### src/sv/bse_pkg.sv
// ----------------------------------------------------------------------------
// bse_pkg - shared types and constants of the BMP stream encoder
// Word layouts, configuration struct, command queue entry, header formatter.
// ----------------------------------------------------------------------------
package bse_pkg;

	localparam int MAX_WIDTH  = 4096;
	localparam int MAX_HEIGHT = 4096;

	localparam int SIZE_W = 13;   // configured width / height
	localparam int CNT_W  = 12;   // column / row counters

	localparam logic [SIZE_W-1:0] MAX_WIDTH_C  = SIZE_W'(MAX_WIDTH);
	localparam logic [SIZE_W-1:0] MAX_HEIGHT_C = SIZE_W'(MAX_HEIGHT);

	// configuration port
	localparam int CFG_IDX_W  = 2;
	localparam int CFG_DATA_W = 13;
	localparam logic [CFG_IDX_W-1:0] REG_PIXEL_FORMAT = 2'd0;
	localparam logic [CFG_IDX_W-1:0] REG_IMAGE_WIDTH  = 2'd1;
	localparam logic [CFG_IDX_W-1:0] REG_IMAGE_HEIGHT = 2'd2;

	// command queue
	localparam int CMDQ_DEPTH = 4;
	localparam int CMDQ_PTR_W = $clog2(CMDQ_DEPTH);

	// header words
	localparam int HDR_IDX_W = 5;
	localparam logic [HDR_IDX_W-1:0] HDR_LAST_NARROW = 5'd13;
	localparam logic [HDR_IDX_W-1:0] HDR_LAST_WIDE   = 5'd17;
	localparam logic [31:0] HDR_LEN_NARROW = 32'd54;
	localparam logic [31:0] HDR_LEN_WIDE   = 32'd70;
	localparam logic [31:0] DIB_LEN_NARROW = 32'd40;
	localparam logic [31:0] DIB_LEN_WIDE   = 32'd56;
	localparam logic [7:0]  BPP_NARROW     = 8'd24;
	localparam logic [7:0]  BPP_WIDE       = 8'd32;

	localparam logic MODE_START = 1'b0;
	localparam logic MODE_PIXEL = 1'b1;

	typedef struct packed {
		logic       mode;
		logic [7:0] red;
		logic [7:0] green;
		logic [7:0] blue;
		logic [7:0] alpha;
	} in_item_t;

	typedef struct packed {
		logic [31:0] out_word;
		logic [2:0]  byte_count;
		logic        run_last;
		logic        frame_end;
	} out_item_t;

	typedef struct packed {
		logic              pixel_format;
		logic [SIZE_W-1:0] image_width;
		logic [SIZE_W-1:0] image_height;
	} cfg_t;

	typedef struct packed {
		logic       is_header;
		logic       wide;
		logic       frame_end;
		logic [2:0] n_bytes;
		logic [7:0] alpha;
		logic [7:0] red;
		logic [7:0] green;
		logic [7:0] blue;
	} cmd_t;

	function automatic logic [SIZE_W-1:0] clamp_size(input logic [SIZE_W-1:0] v,
		input logic [SIZE_W-1:0] lim);
		logic [SIZE_W-1:0] r;
		r = v;
		if (v == '0)
			r = SIZE_W'(1);
		else if (v > lim)
			r = lim;
		return r;
	endfunction

	// One 32-bit word of the file header, byte 0 in the low bits.
	function automatic logic [31:0] header_word(input logic [HDR_IDX_W-1:0] idx,
		input logic wide, input logic [31:0] fsz, input logic [SIZE_W-1:0] w,
		input logic [SIZE_W-1:0] ht, input logic [31:0] psz);
		logic [31:0] hlen;
		logic [31:0] dib;
		logic [7:0]  bpp;
		logic [31:0] r;
		hlen = wide ? HDR_LEN_WIDE : HDR_LEN_NARROW;
		dib  = wide ? DIB_LEN_WIDE : DIB_LEN_NARROW;
		bpp  = wide ? BPP_WIDE : BPP_NARROW;
		unique case (idx)
			5'd0:    r = {fsz[15:0], 8'd77, 8'd66};
			5'd1:    r = {16'd0, fsz[31:16]};
			5'd2:    r = {hlen[15:0], 16'd0};
			5'd3:    r = {dib[15:0], hlen[31:16]};
			5'd4:    r = {(16)'(w), dib[31:16]};
			5'd5:    r = {(16)'(ht), 16'd0};
			5'd6:    r = {8'd0, 8'd1, 16'd0};
			5'd7:    r = {24'd0, bpp};
			5'd8:    r = {psz[15:0], 16'd0};
			5'd9:    r = {8'd46, 8'd35, psz[31:16]};
			5'd10:   r = {8'd46, 8'd35, 16'd0};
			5'd14:   r = 32'hFF00_00FF;   // red mask high + green mask low
			5'd15:   r = 32'h00FF_0000;
			5'd17:   r = 32'h0000_FF00;   // alpha mask high bytes
			default: r = 32'd0;
		endcase
		return r;
	endfunction

endpackage

### src/sv/bmp_stream_encoder_unit.sv
// ----------------------------------------------------------------------------
// bmp_stream_encoder_unit - BMP file byte stream from a pixel stream
// Start items emit the 24-bit or 32-bit file header, pixel items emit their
// BGR(A) bytes plus row padding, packed into words of up to four bytes.
// ----------------------------------------------------------------------------
//
//  channel   | handshake            | payload
//  ----------+----------------------+--------------------------------------
//  input     | push / full          | in_item  (mode, red, green, blue, alpha)
//  result    | empty / pop          | out_item (out_word, byte_count,
//            |                      |           run_last, frame_end)
//  config    | wr_en (no wait)      | wr_index, wr_data
//
//  Words: a pixel makes one word (two at a 24-bit row end with 2 or 3 pad
//  bytes); the back end turns out one word per cycle while the output is
//  not stalled, so pixels run at one per cycle outside two-word row ends. A
//  start item makes 14 header words (24-bit) or 18 (32-bit). The first word
//  goes through the command queue and the command register to the output.
//  Reset clears counters, queue pointers and the output valid flag; there is
//  no clearing pass. A 4-entry command queue lets input run ahead while
//  the output is stalled; full rises only when that queue fills.
// ----------------------------------------------------------------------------
module bmp_stream_encoder_unit import bse_pkg::*; (
	input  logic                  clk,
	input  logic                  arst_n,
	// input word channel
	input  logic                  push,
	output logic                  full,
	input  in_item_t              in_item,
	// result word channel
	output logic                  empty,
	input  logic                  pop,
	output out_item_t             out_item,
	// configuration writes
	input  logic                  wr_en,
	input  logic [CFG_IDX_W-1:0]  wr_index,
	input  logic [CFG_DATA_W-1:0] wr_data
);

	cfg_t cfg_q;
	logic q_full;
	logic q_empty;
	logic q_wr;
	logic q_rd;
	cmd_t q_wr_data;
	cmd_t q_rd_data;

	// Configuration registers; indexes beyond the list are dropped.
	always_ff @(posedge clk or negedge arst_n) begin
		if (!arst_n) begin
			cfg_q.pixel_format <= 1'b0;
			cfg_q.image_width  <= SIZE_W'(1);
			cfg_q.image_height <= SIZE_W'(1);
		end else if (wr_en) begin
			unique case (wr_index)
				REG_PIXEL_FORMAT: cfg_q.pixel_format <= wr_data[0];
				REG_IMAGE_WIDTH:  cfg_q.image_width  <= wr_data[SIZE_W-1:0];
				REG_IMAGE_HEIGHT: cfg_q.image_height <= wr_data[SIZE_W-1:0];
				default: ;
			endcase
		end
	end

	// Front: position tracking and command build.
	bse_front u_front (
		.clk     (clk),
		.arst_n  (arst_n),
		.push    (push),
		.in_item (in_item),
		.full    (full),
		.cfg     (cfg_q),
		.q_full  (q_full),
		.q_wr    (q_wr),
		.q_data  (q_wr_data)
	);

	// Decoupling queue.
	bse_cmd_fifo u_cmd_fifo (
		.clk     (clk),
		.arst_n  (arst_n),
		.wr_en   (q_wr),
		.wr_data (q_wr_data),
		.full    (q_full),
		.rd_en   (q_rd),
		.rd_data (q_rd_data),
		.empty   (q_empty)
	);

	// Back: word expansion and output register.
	bse_back u_back (
		.clk      (clk),
		.arst_n   (arst_n),
		.cfg      (cfg_q),
		.q_empty  (q_empty),
		.q_data   (q_rd_data),
		.q_rd     (q_rd),
		.empty    (empty),
		.pop      (pop),
		.out_item (out_item)
	);

endmodule

### src/sv/bse_front.sv
// ----------------------------------------------------------------------------
// bse_front - input side of the BMP stream encoder
// Accepts items, tracks column/row position, classifies each item into a
// command for the back end.
// ----------------------------------------------------------------------------
module bse_front import bse_pkg::*; (
	input  logic     clk,
	input  logic     arst_n,
	input  logic     push,
	input  in_item_t in_item,
	output logic     full,
	input  cfg_t     cfg,
	input  logic     q_full,
	output logic     q_wr,
	output cmd_t     q_data
);

	logic [CNT_W-1:0]  column_count_q;
	logic [CNT_W-1:0]  row_count_q;
	logic [SIZE_W-1:0] w;
	logic [SIZE_W-1:0] ht;
	logic              row_end;
	logic              frame_last;
	logic [1:0]        pad;

	assign full = q_full;
	assign q_wr = push & ~q_full;

	assign w          = clamp_size(cfg.image_width, MAX_WIDTH_C);
	assign ht         = clamp_size(cfg.image_height, MAX_HEIGHT_C);
	assign row_end    = SIZE_W'(column_count_q) >= (w - SIZE_W'(1));
	assign frame_last = SIZE_W'(row_count_q) >= (ht - SIZE_W'(1));
	assign pad        = w[1:0];   // (4 - 3w mod 4) mod 4 == w mod 4

	always_comb begin
		q_data.is_header = (in_item.mode == MODE_START);
		q_data.wide      = cfg.pixel_format;
		q_data.frame_end = (in_item.mode == MODE_PIXEL) & row_end & frame_last;
		q_data.alpha     = in_item.alpha;
		q_data.red       = in_item.red;
		q_data.green     = in_item.green;
		q_data.blue      = in_item.blue;
		if (cfg.pixel_format)
			q_data.n_bytes = 3'd4;
		else if (row_end)
			q_data.n_bytes = 3'd3 + 3'(pad);
		else
			q_data.n_bytes = 3'd3;
	end

	always_ff @(posedge clk or negedge arst_n) begin
		if (!arst_n) begin
			column_count_q <= '0;
			row_count_q    <= '0;
		end else if (q_wr) begin
			if (in_item.mode == MODE_START) begin
				column_count_q <= '0;
				row_count_q    <= '0;
			end else if (row_end) begin
				column_count_q <= '0;
				row_count_q    <= frame_last ? '0 : row_count_q + CNT_W'(1);
			end else begin
				column_count_q <= column_count_q + CNT_W'(1);
			end
		end
	end

endmodule

### src/sv/bse_cmd_fifo.sv
// ----------------------------------------------------------------------------
// bse_cmd_fifo - command queue between front and back end
// Small register FIFO of classified commands.
// ----------------------------------------------------------------------------
module bse_cmd_fifo import bse_pkg::*; (
	input  logic clk,
	input  logic arst_n,
	input  logic wr_en,
	input  cmd_t wr_data,
	output logic full,
	input  logic rd_en,
	output cmd_t rd_data,
	output logic empty
);

	cmd_t                  mem_q [CMDQ_DEPTH];
	logic [CMDQ_PTR_W-1:0] wr_ptr_q;
	logic [CMDQ_PTR_W-1:0] rd_ptr_q;
	logic [CMDQ_PTR_W:0]   count_q;
	logic                  do_wr;
	logic                  do_rd;

	assign full    = (count_q == (CMDQ_PTR_W+1)'(CMDQ_DEPTH));
	assign empty   = (count_q == '0);
	assign do_wr   = wr_en & ~full;
	assign do_rd   = rd_en & ~empty;
	assign rd_data = mem_q[rd_ptr_q];

	always_ff @(posedge clk) begin
		if (do_wr)
			mem_q[wr_ptr_q] <= wr_data;
	end

	always_ff @(posedge clk or negedge arst_n) begin
		if (!arst_n) begin
			wr_ptr_q <= '0;
			rd_ptr_q <= '0;
			count_q  <= '0;
		end else begin
			if (do_wr)
				wr_ptr_q <= wr_ptr_q + CMDQ_PTR_W'(1);
			if (do_rd)
				rd_ptr_q <= rd_ptr_q + CMDQ_PTR_W'(1);
			if (do_wr & ~do_rd)
				count_q <= count_q + (CMDQ_PTR_W+1)'(1);
			else if (do_rd & ~do_wr)
				count_q <= count_q - (CMDQ_PTR_W+1)'(1);
		end
	end

endmodule

### src/sv/bse_back.sv
// ----------------------------------------------------------------------------
// bse_back - output side of the BMP stream encoder
// Expands commands into header or pixel words and holds the output register.
// ----------------------------------------------------------------------------
module bse_back import bse_pkg::*; (
	input  logic      clk,
	input  logic      arst_n,
	input  cfg_t      cfg,
	input  logic      q_empty,
	input  cmd_t      q_data,
	output logic      q_rd,
	output logic      empty,
	input  logic      pop,
	output out_item_t out_item
);

	cmd_t                 cur_q;
	logic                 cur_valid_q;
	logic [HDR_IDX_W-1:0] idx_q;
	logic                 out_valid_q;
	out_item_t            out_q;
	logic [27:0]          psz_q;

	logic [SIZE_W-1:0]    w;
	logic [SIZE_W-1:0]    ht;
	logic [14:0]          row_bytes;
	logic [31:0]          psz;
	logic [31:0]          fsz;
	logic [HDR_IDX_W-1:0] last_idx;
	logic                 is_last;
	logic                 slot_free;
	logic                 emit;
	out_item_t            nxt;

	// pixel array size is registered and follows the configuration in the next cycle
	assign w  = clamp_size(cfg.image_width, MAX_WIDTH_C);
	assign ht = clamp_size(cfg.image_height, MAX_HEIGHT_C);
	assign row_bytes = cfg.pixel_format ? {w, 2'b00}
		: ({1'b0, w, 1'b0} + 15'(w) + 15'(w[1:0]));

	always_ff @(posedge clk) begin
		psz_q <= 28'(row_bytes * ht);
	end

	assign psz = 32'(psz_q);
	assign fsz = psz + (cur_q.wide ? HDR_LEN_WIDE : HDR_LEN_NARROW);

	always_comb begin
		if (cur_q.is_header)
			last_idx = cur_q.wide ? HDR_LAST_WIDE : HDR_LAST_NARROW;
		else
			last_idx = (cur_q.n_bytes > 3'd4) ? HDR_IDX_W'(1) : '0;
	end

	assign is_last   = (idx_q == last_idx);
	assign slot_free = ~out_valid_q | pop;
	assign emit      = cur_valid_q & slot_free;
	assign q_rd      = ~q_empty & (~cur_valid_q | (emit & is_last));

	always_comb begin
		nxt.run_last  = is_last;
		nxt.frame_end = is_last & cur_q.frame_end;
		if (cur_q.is_header) begin
			nxt.out_word   = header_word(idx_q, cur_q.wide, fsz, w, ht, psz);
			nxt.byte_count = is_last ? 3'd2 : 3'd4;
		end else if (idx_q == '0) begin
			nxt.out_word   = {cur_q.wide ? cur_q.alpha : 8'd0,
				cur_q.red, cur_q.green, cur_q.blue};
			nxt.byte_count = (cur_q.n_bytes > 3'd4) ? 3'd4 : cur_q.n_bytes;
		end else begin
			nxt.out_word   = 32'd0;   // trailing row padding
			nxt.byte_count = cur_q.n_bytes - 3'd4;
		end
	end

	always_ff @(posedge clk or negedge arst_n) begin
		if (!arst_n) begin
			cur_valid_q <= 1'b0;
			idx_q       <= '0;
			out_valid_q <= 1'b0;
		end else begin
			if (q_rd) begin
				cur_valid_q <= 1'b1;
				idx_q       <= '0;
			end else if (emit & is_last) begin
				cur_valid_q <= 1'b0;
			end else if (emit) begin
				idx_q <= idx_q + HDR_IDX_W'(1);
			end
			if (emit)
				out_valid_q <= 1'b1;
			else if (pop)
				out_valid_q <= 1'b0;
		end
	end

	always_ff @(posedge clk) begin
		if (q_rd)
			cur_q <= q_data;
		if (emit)
			out_q <= nxt;
	end

	assign empty    = ~out_valid_q;
	assign out_item = out_q;

endmodule

### config.mk
export PLATFORM = sky130hd
export DESIGN_NAME = bmp_stream_encoder_unit
export DESIGN_NICKNAME = d
export VERILOG_FILES = /design/src/sv/bse_pkg.sv /design/src/sv/bmp_stream_encoder_unit.sv /design/src/sv/bse_front.sv /design/src/sv/bse_cmd_fifo.sv /design/src/sv/bse_back.sv
export SDC_FILE = /design/constraint.sdc
export NUM_CORES = 1
export LEC_CHECK = 0
export BUFFER_PORTS_ARGS = -buffer_cell sky130_fd_sc_hd__buf_2
export CORE_UTILIZATION = 63
export DETAILED_ROUTE_END_ITERATION = 12
export PLACE_DENSITY_LB_ADDON = 0.12
export RECOVER_POWER = 25
export SLEW_MARGIN = 20
export SYNTH_ARGS = -nofsm -noshare
export SYNTH_HDL_FRONTEND = slang
export SYNTH_SLANG_ARGS = --single-unit
export TNS_END_PERCENT = 1
### constraint.sdc
create_clock -name clk -period 9.5 [get_ports clk]
set_input_delay 2.375 -clock clk [delete_from_list [all_inputs] [get_ports clk]]
set_output_delay 2.375 -clock clk [all_outputs]
set_load 0.01 [all_outputs]
=== Yosys cells after proc, flatten, opt, wreduce, memory -nomap -nowiden ===
Memory sizes are Yosys's and may differ from the RTL's. A register that Yosys moved wholly into a read port is not among the register bits.
Index checks and enable logic that the tools add are counted.

* Logic and storage cells: 125
* Bits of input ports: 53
* Memories kept: 1
* RAM bits: 152
* Register bits: 130
* Output and inout bits: 39

* Reduce and logical (&&, ||, !) cells: 14
* Add/subtract/negate cells: 14
* Bitwise gates (word level): 20
* Multiplexer cells: 35
* Multipliers: 1
* Equality and inequality tests: 19
* Magnitude comparators: 5

{| class="wikitable"
|+ Memories
! name !! depth !! width !! rd ports !! clocked after Yosys merged registers in !! write ports !! RTL line !! RTL
|-
| u_cmd_fifo.mem_q || 4 || 38 || 1 || 1 || 1 || bse_cmd_fifo.sv:16 || <nowiki>cmd_t mem_q [CMDQ_DEPTH];</nowiki>
|}

{| class="wikitable"
|+ Operator list
! operator !! number
|-
| 32-bit one-hot mux with 14 select lines || 1
|-
| 35-bit 2-to-1 mux || 2
|-
| 12-bit 2-to-1 mux || 5
|-
| 13-bit 2-to-1 mux || 4
|-
| 28-bit by 32-bit adder with 32-bit output || 1
|-
| 5-bit 2-to-1 mux || 6
|-
| 15-bit by 13-bit multiplier with 28-bit output || 1
|-
| 12-bit by 13-bit >= comparator with 1-bit output || 2
|-
| 13-bit > comparator (second input constant) || 2
|-
| 13-bit zero test || 2
|-
| 13-bit by 1-bit subtractor with 13-bit output (second input constant) || 2
|-
| 5-bit by 4-bit == test with 1-bit output (second input constant) || 5
|-
| 12-bit by 1-bit adder with 12-bit output (second input constant) || 2
|-
| 5-bit by 3-bit == test with 1-bit output (second input constant) || 4
|-
| 3-bit 2-to-1 mux || 6
|-
| 14-bit by 13-bit adder with 15-bit output || 1
|-
| 15-bit by 2-bit adder with 15-bit output || 1
|-
| 15-bit 2-to-1 mux || 1
|-
| 1-bit AND || 11
|-
| 5-bit by 2-bit == test with 1-bit output (second input constant) || 2
|-
| 2-bit AND reduction || 5
|-
| 8-bit 2-to-1 mux || 1
|-
| 2-bit nonzero test || 4
|-
| 1-bit 2-to-1 mux || 7
|-
| 22 further kinds || 30
|}

=== Depth between registers and ports, before layout ===
* Word-level depth: 11
* Depth in mapped cells: 34
* Mapped depth without buffers: 30

=== By module ===
Synthesis repeated with hierarchy kept, for this count alone.

* Cells, all modules: 1938
* Area total of the unflattened synthesis: 21747.1 µm²

{| class="wikitable"
|+ By module, submodules not included
! module !! times used !! cells each !! area each (µm²) !! sequential area each (µm²)
|-
| bse_back || 1 || 1299 || 11883.9 || 2947.8
|-
| bse_cmd_fifo || 1 || 235 || 5954.5 || 4739.5
|-
| bse_front || 1 || 345 || 2781.4 || 600.6
|-
| bmp_stream_encoder_unit || 1 || 59 || 1127.3 || 678.2
|}

=== Worst setup path after synthesis ===
No wires, ideal clock.

* Path kind: register to register
* Start point: register cfg_q[25] (netlist bit)
* End point: register u_back.psz_q[21]
* Library setup time: 0.062 ns
* Cell stages (with the launch flop): 34
* Buffers on the path: 5
* Setup slack: 1.732 ns
* Required time: 9.438 ns
* Arrival: 7.706 ns
* Period minus slack after synthesis: 7.768 ns
* Path through: dfrtp_1 -> clkbuf_1 -> clkbuf_1 -> clkbuf_1 -> a21oi_1 -> ha_1 -> ha_1 -> fa_1 -> a21o_1 -> a21oi_1 -> o21bai_1 -> a31oi_1 -> o21ai_1 -> clkbuf_1 -> clkbuf_1 -> nand2_1 -> nand3_1 -> fa_1 -> inv_1 -> fa_1 -> inv_1 -> fa_1 -> fa_1 -> inv_1 -> fa_1 -> inv_1 -> ha_1 -> a21o_1 -> a21oi_1 -> o21ai_0 -> o211ai_1 -> a21boi_0 -> or4_1 -> nand3_1

* Longest elaborated chain between the ends: 7
* Elaborated cells between the ends (all ways): 8
* Those cells by class: add/sub: 2; mul: 1; order compare: 1; mux: 3; reduce/logical: 1

{| class="wikitable"
|+ Ends and longest elaborated chain
! item !! RTL line !! RTL
|-
| from (decl) || bmp_stream_encoder_unit.sv:40 || <nowiki>cfg_t cfg_q;</nowiki>
|-
| 13-bit > comparator || bse_pkg.sv:79 || <nowiki>else if (v > lim)</nowiki>
|-
| 13-bit 2-to-1 mux || bse_pkg.sv:79 ||
|-
| 13-bit 2-to-1 mux (*) || bse_pkg.sv:77 || <nowiki>if (v == '0)</nowiki>
|-
| 14-bit by 13-bit adder with 15-bit output || bse_back.sv:39 || <nowiki>: ({1'b0, w, 1'b0} + 15'(w) + 15'(w[1:0]));</nowiki>
|-
| 15-bit by 2-bit adder with 15-bit output || bse_back.sv:39 ||
|-
| 15-bit 2-to-1 mux (*) || bse_back.sv:38 || <nowiki>assign row_bytes = cfg.pixel_format ? {w, 2'b00}</nowiki>
|-
| 15-bit by 13-bit multiplier with 28-bit output (*) || bse_back.sv:42 || <nowiki>psz_q <= 28'(row_bytes * ht);</nowiki>
|-
| to (signal assigned) || bse_back.sv:42 ||
|-
| to (decl) || bse_back.sv:22 || <nowiki>logic [27:0] psz_q;</nowiki>
|}

Every way passes the cells marked *; elsewhere a longest branch is shown, timed or not.
A chain may end at the register's enable or synchronous reset.

=== Final worst setup path ===
* Start point: register cfg_q[25] (netlist bit)
* End point: register u_back.psz_q[26]

Same word-level chain as after synthesis.

==> summary.md <==
| Metric | Value |
|---|---|
| Outcome | `finished, violations left` |
| Failing checks | `max-capacitance violations, max-slew violations` |
| Reg-to-reg slack, setup | `just under 1 ns` |
| Max-cap violations | `2` |
| Hold Vio Cnt, Final | `0` |
| Clk_skew | `0.0328 ns` |
| Area growth from synthesis to layout | `9.42%` |
| Die span in y | `roughly 180 um` |
| Gr usage total | `about a third` |
| Slew HR | `-131%` |
| Register clock-pin slew on the reported worst setup and hold paths | `0.06 ns` |
| Fraction of layout cells with a size suffix above 1 | `a little under an eighth` |
| CTS tree | `built` |
| Syn Nets | `between 2000 and 2500` |
| Wirelength per Cell | `21.2 um` |
| CTS sink count | `between 300 and 400` |
| Resize count post-CTS | `0` |
| Clock Tree Root | `clkbuf_16` |
| Ys Warns | `0` |
| Slew Limit Fails | `a little over 90` |
| Row count | `between 60 and 70` |
| Cts hold-fix bufs | `0` |
| Placer congestion estimate | `around 0.97` |
| CP Launch Type | `flop` |
| Grt ovf | `0` |
| Antenna violations before repair | `1` |
| Die area | `between 0.03 and 0.04 mm^2` |
| Gate Count Post-Synth | `between 1500 and 2000` |
| Pwr dens | `around 350 mW/mm^2` |
| Drt total wl | `slightly above 50 mm` |
| R2r worst-path depth | `29` |
| Reg-to-reg critical path startpoint | `cfg_q[25]` |
| Clock buffer count from CTS | `35` |
| Fmax | `roughly 0.12 GHz` |
| Synth Flop Type | `edfxtp_1` |
| CP delay by family, top | `adder cells` |
| Critical path depth in cells | `29` |
| CP required | `between 9 and 10 ns` |
| Buf/Inv on CP | `5` |
| Starting Density | `between 60% and 70%` |
| CP arrival | `8.94 ns` |
| IO Port Bufs | `91` |
| Pin count of the biggest net entering global routing | `66` |
| Yosys reg bits | `roughly 320` |
| Via count | `roughly 15000` |
| Post-CTS Setup Inserts | `0` |
| Final net count | `~2300` |
| Worst setup EP type | `flop` |
| Vias per std cell | `6.13` |
| # setup viols final | `0` |
| Number of DRC markers in iteration 0 | `approximately 1300` |
| RSZ-0062 raised after global routing | `no` |
| Synth cell types | `between 70 and 80` |
| Setup TNS | `0 ns` |
| N_diodes | `0` |
| Post-synth EDFFs | `approximately 230` |
| Core Box Area | `between 0.03 and 0.04 mm^2` |
| Sequential share of the synthesized area | `between 40% and 50%` |
| Die X | `between 150 and 200 um` |
| Yosys top cell by area | `edfxtp_1` |
| Tmin final | `8.53 ns` |
| Tcrit/Tclk final | `roughly 90%` |
| Placed cell count | `roughly 2400` |
| DRC | `0` |
| CTS max path bufs | `3` |
| Worst Setup Path Type | `flop to flop` |
| LEAKAGE | `~9.8 nW` |
| Io pins | `92` |
| Final Non-Filler Cells | `2438` |
| DP HPWL | `about 38 mm` |
| Synth top area share | `32.4%` |
| 1st-pass router iterations | `8` |
| Hold Path Class | `flop to flop` |
| Max FO, Critical Path | `27` |
| Slew at the pin closest to its max-slew limit | `about 3.5 ns` |
| Reg2Reg Capture Point | `u_back.psz_q[26]` |
| Final ANT Viol Nets | `0` |
| Slowest-stage cell, CP | `dfrtp_1` |
| Synth Area per Inst | `roughly 11 um^2` |
| Worst Setup EP | `u_back.psz_q[26]` |
| H-tree depth | `2` |
| First-pass GRT wire length | `approximately 81 mm` |
| Synth area leaders | `edfxtp_1 32%, fa_1 12%, ha_1 8.6%` |
| Skew-Pair Late Insertion Delay | `about 0.55 ns` |
| Mapped Area | `around 0.021 mm^2` |
| Crit path from | `cfg_q[25]` |
| Maximum vdd drop | `between 200 and 300 uV` |
| Slowest stage delay, CP | `about 0.84 ns` |
| Vias in the first global route | `roughly 15000` |
| Most frequent CP cell | `fa_1` |
| Ys async rst share | `around a fifth` |
## worst min-delay path by stage
stage	startpoint	slack, ns	to	cells after the start
floorplan	u_cmd_fifo.count_q[2]	0.46	u_cmd_fifo.count_q[2]	1
global placement	u_cmd_fifo.count_q[2]	0.47	u_cmd_fifo.count_q[2]	1
detailed placement	u_cmd_fifo.count_q[2]	0.48	u_cmd_fifo.count_q[2]	1
CTS	u_cmd_fifo.count_q[2]	0.49	u_cmd_fifo.count_q[2]	1
global route	u_cmd_fifo.count_q[2]	0.53	u_cmd_fifo.count_q[2]	1
finish	u_cmd_fifo.count_q[2]	0.49	u_cmd_fifo.count_q[2]	1
## sequential cells by signal, summed over array words and instances, names as in the netlist
| name | count |
|---|---|
| cfg_q | 27 |
| u_cmd_fifo.count_q | 3 |
| u_cmd_fifo.wr_ptr_q | 2 |
| u_back.idx_q | 5 |
| u_back.out_item | 37 |
| u_back.cur_valid_q | 1 |
| u_front.row_count_q | 12 |
| u_cmd_fifo.mem_q | 152 |
| u_cmd_fifo.rd_ptr_q | 2 |
| u_front.column_count_q | 12 |
| u_back.out_valid_q | 1 |
| u_back.psz_q | 26 |
| u_back.cur_q | 38 |
## worst reg2reg max path: cells and delay by family, from the launching register on
family / cells / cell delay (ns)
buf+inv: 5 / 0.32
compound gates: 11 / 2.63
flops: 1 / 0.84
xor+xnor: 1 / 0.10
mux: 1 / 0.19
fa+ha+maj: 9 / 3.88
simple gates: 2 / 0.48
## final cells by class
cell class                      count  area (um^2)
Sequential cell                   318         8970
Tap cell                          442          553
Clock inverter                     21          220
Clock buffer                       42          902
Multi-Input combinational cell   1272        10900
Inverter                          228          856
Timing Repair Buffer              115          598
Fill cell                        2438         9660
## layout by cell type, fill, tap and decap left out, types with 23 or more instances in the layout
master | netlist | final
a21o_1 | 27 | 27
xnor2_1 | 46 | 46
edfxtp_1 | 227 | 227
mux4_2 | 38 | 38
o21ai_0 | 46 | 46
nand2_1 | 173 | 173
ha_1 | 145 | 145
xor2_1 | 28 | 28
fa_1 | 123 | 123
inv_1 | 225 | 225
nor2b_1 | 24 | 23
nor2_1 | 152 | 152
clkbuf_1 | 55 | 41
a21oi_1 | 69 | 69
clkbuf_16 | 0 | 35
buf_2 | 7 | 60
dfxtp_1 | 26 | 26
dfrtp_1 | 63 | 62
nand3_1 | 52 | 52
mux2_2 | 32 | 32
## logic make-up after synthesis
| logic type | after synthesis | share of synthesized area [%] |
|---|---|---|
| muxes | 76 | 6.06 |
| and+or+nand+nor | 537 | 11.9 |
| adders and majority gates | 268 | 20.3 |
| DFF | 318 | 42.6 |
| AOI/OAI and AO/OA | 317 | 10.5 |
| buffers and inverters | 304 | 5.51 |
| xor gates and xnor gates | 74 | 3.08 |
## layer usage
layer	track usage, %	share of wire (%)
met5	0	0.015
met3	5.64	8.0
met2	49.0	46
met4	12.9	4.0
met1	43.6	42
## where the power goes
part | total, mW | switching (mW) | internal [mW]
logic | 4.52 | 2.74 | 1.78
registers | 2.15 | 0.237 | 1.92
clock network | 1.32 | 0.546 | 0.770
## cell usage after synthesis (10+ instances only)
| library cell | number |
|---|---|
| a211oi_1 | 10 |
| a21o_1 | 27 |
| a21oi_1 | 69 |
| a22o_1 | 14 |
| a22oi_1 | 10 |
| a31oi_1 | 14 |
| and2_1 | 12 |
| and3_1 | 13 |
| buf_1 | 12 |
| clkbuf_1 | 55 |
| dfrtp_1 | 63 |
| dfxtp_1 | 26 |
| edfxtp_1 | 227 |
| fa_1 | 123 |
| ha_1 | 145 |
| inv_1 | 225 |
| mux2_2 | 32 |
| mux4_2 | 38 |
| nand2_1 | 173 |
| nand2b_1 | 20 |
| nand3_1 | 52 |
| nand4_1 | 10 |
| nor2_1 | 152 |
| nor2b_1 | 24 |
| nor3_1 | 20 |
| nor4_1 | 12 |
| o211ai_1 | 15 |
| o21a_1 | 10 |
| o21ai_0 | 46 |
| or3_1 | 14 |
| or4_1 | 10 |
| xnor2_1 | 46 |
| xor2_1 | 28 |
## stage by stage
stage	power (mW)	instance area [um^2]	hold slack [ns]	worst slack, ns	util [%]
final	7.99	23000	0.490	0.971	70.5
after global routing	8.68	23000	0.527	0.437	70.5
after CTS	8.00	23100	0.491	1.08	70.6
after detailed placement	6.64	22000	0.480	1.10	67.1
after global placement	6.50	21900	0.474	1.34	67.1
after floorplan	5.42	21100	0.456	1.73	-
Note: power is estimated with default switching activity, not from simulation.
